**src/s7d_pkg.sv**
```systemverilog
// Shared types, constants and the digit segment table for the seven-segment digit block.
// No dependencies.
`timescale 1ns / 1ps

package s7d_pkg;

  localparam int MAG_W = 14;
  localparam int RECIP_W = 17;
  localparam int RECIP_SHIFT = 19;
  localparam logic [RECIP_W-1:0] RECIP_TEN = 17'd52429;
  localparam logic [6:0] MINUS_CODE = 7'h40;
  localparam logic [1:0] POS_MAX = 2'd3;

  typedef enum logic [1:0] {
    ST_IDLE,
    ST_DIVIDE,
    ST_EMIT,
    ST_SIGN
  } ctrl_state_t;

  typedef struct packed {
    logic load;
    logic divide;
    logic emit_digit;
    logic emit_minus;
    logic last;
  } dp_cmd_t;

  typedef struct packed {
    logic quot_zero;
    logic pos_max;
    logic negative;
    logic out_free;
  } dp_status_t;

  function automatic logic [6:0] digit_segments(input logic [3:0] digit);
    logic [6:0] seg;
    unique case (digit)
      4'd0: seg = 7'h3F;
      4'd1: seg = 7'h06;
      4'd2: seg = 7'h5B;
      4'd3: seg = 7'h4F;
      4'd4: seg = 7'h66;
      4'd5: seg = 7'h6D;
      4'd6: seg = 7'h7D;
      4'd7: seg = 7'h07;
      4'd8: seg = 7'h7F;
      4'd9: seg = 7'h6F;
      default: seg = 7'h00;
    endcase
    return seg;
  endfunction

endpackage

```
**src/s7d_datapath.sv**
```systemverilog
// Datapath: saturation, divide-by-ten step, digit decode and the output register.
// Depends on s7d_pkg.
`timescale 1ns / 1ps

module s7d_datapath
  import s7d_pkg::*;
#(
  parameter int SAT_HI = 9999,
  parameter int SAT_LO = -999
) (
  input  logic               clk,
  input  logic               rst,
  input  logic signed [15:0] value,
  input  dp_cmd_t            cmd,
  output dp_status_t         sts,
  output logic               out_valid,
  input  logic               out_ready,
  output logic [1:0]         digit_position,
  output logic [6:0]         segments,
  output logic               last_digit
);

  localparam logic signed [16:0] HI_S = 17'(SAT_HI);
  localparam logic signed [16:0] LO_S = 17'(SAT_LO);

  logic [MAG_W-1:0] mag;
  logic [MAG_W-1:0] quot;
  logic [1:0]       pos;
  logic             negative;

  logic signed [16:0]           value_ext;
  logic signed [16:0]           value_sat;
  logic signed [16:0]           value_abs;
  logic [MAG_W+RECIP_W-1:0]     product;
  logic [MAG_W-1:0]             quot_times_ten;
  logic [MAG_W-1:0]             remainder;

  always_comb begin
    value_ext = 17'(value);
    if (value_ext > HI_S) begin
      value_sat = HI_S;
    end else if (value_ext < LO_S) begin
      value_sat = LO_S;
    end else begin
      value_sat = value_ext;
    end
    value_abs = value_sat[16] ? -value_sat : value_sat;
  end

  assign product = mag * RECIP_TEN;
  assign quot_times_ten = MAG_W'({quot, 3'b000}) + MAG_W'({quot, 1'b0});
  assign remainder = mag - quot_times_ten;

  always_ff @(posedge clk) begin
    if (cmd.load) begin
      mag <= value_abs[MAG_W-1:0];
      negative <= value_sat[16];
      pos <= '0;
    end
    if (cmd.divide) begin
      quot <= MAG_W'(product[MAG_W+RECIP_W-1:RECIP_SHIFT]);
    end
    if (cmd.emit_digit) begin
      mag <= quot;
      pos <= pos + 2'd1;
    end
  end

  always_ff @(posedge clk) begin
    if (rst) begin
      out_valid <= 1'b0;
    end else if (cmd.emit_digit || cmd.emit_minus) begin
      out_valid <= 1'b1;
    end else if (out_ready) begin
      out_valid <= 1'b0;
    end
  end

  always_ff @(posedge clk) begin
    if (cmd.emit_digit) begin
      digit_position <= pos;
      segments <= digit_segments(remainder[3:0]);
      last_digit <= cmd.last;
    end else if (cmd.emit_minus) begin
      digit_position <= pos;
      segments <= MINUS_CODE;
      last_digit <= 1'b1;
    end
  end

  assign sts.quot_zero = (quot == '0);
  assign sts.pos_max = (pos == POS_MAX);
  assign sts.negative = negative;
  assign sts.out_free = !out_valid || out_ready;

endmodule

```
**src/s7d_controller.sv**
```systemverilog
// Controller state machine that sequences load, divide and digit emission.
// Depends on s7d_pkg.
`timescale 1ns / 1ps

module s7d_controller
  import s7d_pkg::*;
(
  input  logic       clk,
  input  logic       rst,
  input  logic       in_valid,
  output logic       in_ready,
  input  dp_status_t sts,
  output dp_cmd_t    cmd
);

  ctrl_state_t state;
  ctrl_state_t state_next;

  always_ff @(posedge clk) begin
    if (rst) begin
      state <= ST_IDLE;
    end else begin
      state <= state_next;
    end
  end

  always_comb begin
    state_next = state;
    cmd = '0;
    in_ready = 1'b0;
    unique case (state)
      ST_IDLE: begin
        in_ready = 1'b1;
        if (in_valid) begin
          cmd.load = 1'b1;
          state_next = ST_DIVIDE;
        end
      end
      ST_DIVIDE: begin
        cmd.divide = 1'b1;
        state_next = ST_EMIT;
      end
      ST_EMIT: begin
        if (sts.out_free) begin
          cmd.emit_digit = 1'b1;
          cmd.last = sts.pos_max || (sts.quot_zero && !sts.negative);
          if (cmd.last) begin
            state_next = ST_IDLE;
          end else if (sts.quot_zero) begin
            state_next = ST_SIGN;
          end else begin
            state_next = ST_DIVIDE;
          end
        end
      end
      ST_SIGN: begin
        if (sts.out_free) begin
          cmd.emit_minus = 1'b1;
          cmd.last = 1'b1;
          state_next = ST_IDLE;
        end
      end
      default: begin
        state_next = ST_IDLE;
      end
    endcase
  end

endmodule

```
**src/signed_number_to_seven_segment_digits.sv**
```systemverilog
// Top level: signed value in, stream of seven-segment digit items out.
// Depends on s7d_pkg, s7d_controller and s7d_datapath.
//
//   Channel | Handshake           | Payload
//   --------+---------------------+------------------------------------------
//   input   | in_valid, in_ready  | value
//   output  | out_valid, out_ready| digit_position, segments, last_digit
//
// Each digit takes a divide-by-ten step and then an emission into the output register, and a
// negative item ends with one more item for the minus sign.
// A new item is accepted once the last result of the previous one sits in the output register.
// A stalled output register holds the sequencer in place. Reset is synchronous and clears
// only the state machine and the output valid flag.
`timescale 1ns / 1ps

module signed_number_to_seven_segment_digits
  import s7d_pkg::*;
#(
  parameter int DIGIT_COUNT = 4
) (
  input  logic               clk,
  input  logic               rst,
  input  logic               in_valid,
  output logic               in_ready,
  input  logic signed [15:0] value,
  output logic               out_valid,
  input  logic               out_ready,
  output logic [1:0]         digit_position,
  output logic [6:0]         segments,
  output logic               last_digit
);

  localparam int EFF_DIGITS = (DIGIT_COUNT < 2) ? 2 : ((DIGIT_COUNT > 4) ? 4 : DIGIT_COUNT);
  localparam int SAT_HI = (10 ** EFF_DIGITS) - 1;
  localparam int SAT_LO = 1 - (10 ** (EFF_DIGITS - 1));

  dp_cmd_t    cmd;
  dp_status_t sts;

  s7d_controller u_controller (
    .clk      (clk),
    .rst      (rst),
    .in_valid (in_valid),
    .in_ready (in_ready),
    .sts      (sts),
    .cmd      (cmd)
  );

  s7d_datapath #(
    .SAT_HI (SAT_HI),
    .SAT_LO (SAT_LO)
  ) u_datapath (
    .clk            (clk),
    .rst            (rst),
    .value          (value),
    .cmd            (cmd),
    .sts            (sts),
    .out_valid      (out_valid),
    .out_ready      (out_ready),
    .digit_position (digit_position),
    .segments       (segments),
    .last_digit     (last_digit)
  );

  a_busy_after_accept: assert property (@(posedge clk) disable iff (rst)
    in_valid && in_ready |=> !in_ready)
    else $error("input accepted again while an item is in work");

  a_lit_segments: assert property (@(posedge clk) disable iff (rst)
    out_valid |-> segments != 7'h00)
    else $error("output item with no lit segment");

  a_minus_is_last: assert property (@(posedge clk) disable iff (rst)
    out_valid && segments == MINUS_CODE |-> last_digit)
    else $error("minus sign not on the final item");

  a_top_position_last: assert property (@(posedge clk) disable iff (rst)
    out_valid && digit_position == POS_MAX |-> last_digit)
    else $error("item at the top position not marked last");

endmodule
```
**config.mk**
```make
export PLATFORM = sky130hd
export DESIGN_NAME = signed_number_to_seven_segment_digits
export DESIGN_NICKNAME = d
export VERILOG_FILES = /design/src/s7d_pkg.sv /design/src/s7d_datapath.sv /design/src/s7d_controller.sv /design/src/signed_number_to_seven_segment_digits.sv
export SDC_FILE = /design/constraint.sdc
export NUM_CORES = 1
export LEC_CHECK = 0
export BUFFER_PORTS_ARGS = -buffer_cell sky130_fd_sc_hd__buf_2
export CAP_MARGIN = 10
export CORE_ASPECT_RATIO = 1.75
export CORE_UTILIZATION = 64
export DETAILED_ROUTE_END_ITERATION = 8
export PLACE_DENSITY_LB_ADDON = 0.25
export SKIP_CTS_REPAIR_TIMING = 1
export SYNTH_ARGS = -nofsm -noshare
export SYNTH_HDL_FRONTEND = slang
export SYNTH_SLANG_ARGS = --single-unit
```
**constraint.sdc**
```tcl
create_clock -name clk -period 5.6 [get_ports clk]
set_input_delay 0.56 -clock clk [delete_from_list [all_inputs] [get_ports clk]]
set_output_delay 0.56 -clock clk [all_outputs]
set_load 0.05 [all_outputs]
```
==> impl_metrics.tcl <==
set metrics [dict create \
    status "completed" \
    grt-ovfl-total 0 \
    synth_top_family_by_area "adder cells" \
    dieHeight_um 126 \
    placed_cells 734 \
    cp_max_fo 4 \
    place.gp.congestion 0.926 \
    synthMuxAreaShare_pct 0.177 \
    cts_buffer_depth 2 \
    syn_nets 776 \
    synthMostInstantiatedCell "ha_1" \
    worstMarginPinSlew_ns 1.03 \
    avgSynthCellArea_sq_um 9.62 \
    required_ns 5.64 \
    h-tree-depth 2 \
    netlist_top_cells_count "ha_1, inv_1, fa_1, nor2_1, edfxtp_1" \
    wl_per_cell_um 16.9 \
    diodes 0 \
    setup_viol 0 \
    grt_max_degree 21 \
    cts_tree "done" \
    grt_pass1_wl_um 20900 \
    synth_top_area_share_pct 25.2 \
    via_per_inst 5.77 \
    yosys-top-cells-area "ha_1, edfxtp_1, fa_1" \
    fin_crit_ns 5.33 \
    ios 32 \
    final_core_util_pct 71.0 \
    synthXorXnorAreaFrac_pct 4.17 \
    fin_nets 811 \
    synth.largest_area_cell "ha_1" \
    synth_warnings 0 \
    synth-seq-cells 41 \
    first_iter_violations 112 \
    hpwlAfterDp_um 10800 \
    fmax_ghz 0.188 \
    synth_cell_types 53 \
    grt_pass1_vias 4590 \
    globalRouteMet1Util_pct 31.1 \
    max_slew_margin_pct 31.4 \
    port_buffers 31 \
    syn_inst 589 \
    numCtsBuffers 5 \
    drcViolationCount 0 \
    drtPass1Iterations 4 \
    start_util_pct 65.8 \
    synthSimpleGateAreaFrac_pct 12.6 \
    rows 45 \
    rsz0062_at_grt "no" \
    cp-end-kind "flip-flop" \
    fillers 652 \
    arrival_ns 5.37 \
    busiest_layer "met2" \
    vias 4279 \
    cts_root_buf "clkbuf_16" \
    drv_slew 0 \
    netlist_area_sq_um 5660 \
    grt_use_met2_pct 56.6 \
    finalHoldViolCount 0 \
    synth_compound_area_share_pct 10.1 \
    antenna_found_initial 0 \
    final.setup_skew_ns 0.00487 \
    startpoint_type "flip-flop" \
    holdCritPathClass "in -> reg" \
    synth-main-ff-cell "edfxtp_1" \
    die-area_sq_um 9250 \
    yosysSeqAreaShare_pct 21.2 \
    final.period_utilization_pct 95.2 \
    rr_worst_depth 16 \
    wl_um 12600 \
    die_w_um 73.1 \
    multiInputGateArea_sq_um 4040 \
    drive_gt1_share_pct 9.12 \
    worstSetupPathType "reg -> reg" \
    async_reset_ff_share_pct 0 \
    yosys.area_share.adder_pct 43.9 \
    worstSkewPairLatency_ns 0.29 \
    syn2layout_area_growth_pct 8.04 \
    fin_cells 742 \
    clk_pin_slew_ns 0.06 \
    cts_num_sinks 41 \
    ant_nets 0 \
    maxCapViolCount 0 \
    synth-edff-count 38 \
    core-area_sq_um 8610 \
    finalSetupTns_ns 0 \
    grt_usage_pct 30.1 \
    use_met3_pct 3.10 \
    hold_depth 2 \
    seq_area_sq_um 1200 \
]
through the flow:
stage / hold WS, ns / area, sq um / setup WS, ns
2_1_floorplan: 0.431 / 5660 / 0.550
3_3_place_gp: 0.458 / 5960 / 0.333
3_5_place_dp: 0.449 / 5960 / 0.209
4_1_cts: 0.459 / 6100 / 0.193
5_1_grt: 0.462 / 6120 / 0.00773
6_report: 0.460 / 6120 / 0.271
critical path, stage by stage (launching register included):
cell and delay (ns):
edfxtp_1 0.52, inv_1 0.08, ha_1 0.34, fa_1 0.57, inv_1 0.08, fa_1 0.53
inv_1 0.06, fa_1 0.51, inv_1 0.06, fa_1 0.50, ha_1 0.32, ha_1 0.33
a211oi_1 0.22, o21ai_0 0.17, o21ai_1 0.25, a21oi_1 0.14, o41a_1 0.40
worst paths after layout:
path / startpoint / slack (ns) / to
worst min register to register: u_datapath.pos[1]$_SDFFCE_PN0P_ / 0.49 / u_datapath.digit_position[1]$_DFFE_PP_
worst min-delay path: rst / 0.46 / u_controller.state[0]$_SDFFE_PP0P_
worst max-delay path: u_datapath.mag[6]$_DFFE_PP_ / 0.27 / u_datapath.quot[5]$_DFFE_PN_
worst max register to register: u_datapath.mag[6]$_DFFE_PP_ / 0.27 / u_datapath.quot[5]$_DFFE_PN_
layout by cell type (no fill, tap or decap), drive strengths merged, types with 2 or more instances in the layout:
cell type,n
nor4,4
o211ai,2
buf,35
inv,109
fa,53
clkbuf,5
nand2,27
o22ai,3
ha,114
xor2,8
a31oi,5
nor3b,3
and2,5
a211oi,8
dfxtp,3
or3,4
nand3,11
nand4,6
a21boi,2
o21a,2
nand2b,3
edfxtp,38
a21o,5
nor3,15
nor2,49
or4,2
o21ai,21
or2,4
clkinv,3
nor2b,8
xnor2,19
a22o,2
a21oi,36
area by class of cell:
class	count	share of cell area, %
Clock buffer	5	2.04
Clock inverter	3	0.286
Inverter	109	6.69
Multi-Input combinational cell	432	65.9
Sequential cell	41	19.6
Tap cell	117	2.39
Timing Repair Buffer	35	3.03
flip-flops by register name (all words and copies together) (netlist names):
register	cells
u_datapath.mag	14
u_datapath.out_valid	1
u_datapath.negative	1
u_datapath.last_digit	1
u_datapath.segments	7
u_datapath.quot	11
u_datapath.digit_position	2
u_datapath.pos	2
u_controller.state	2
cell families (layout without fill, tap and decap cells):
family,count (synthesis),after routing
flip-flops,41,41
multiplexers,1,1
adder cells (fa/ha/maj),167,167
buffers and inverters,116,152
AND/OR/NAND/NOR,143,143
XOR/XNOR,27,27
AO/OA/AOI/OAI,94,94
routing by layer:
metal	vias up	wire length (um)
li1	2064	-
met1	2041	4440
met2	129	7050
met3	45	339
met4	0	732
met5	-	0
Power is not shown: default switching activity piles up to over one toggle a cycle in this logic, so the estimate is an artifact.
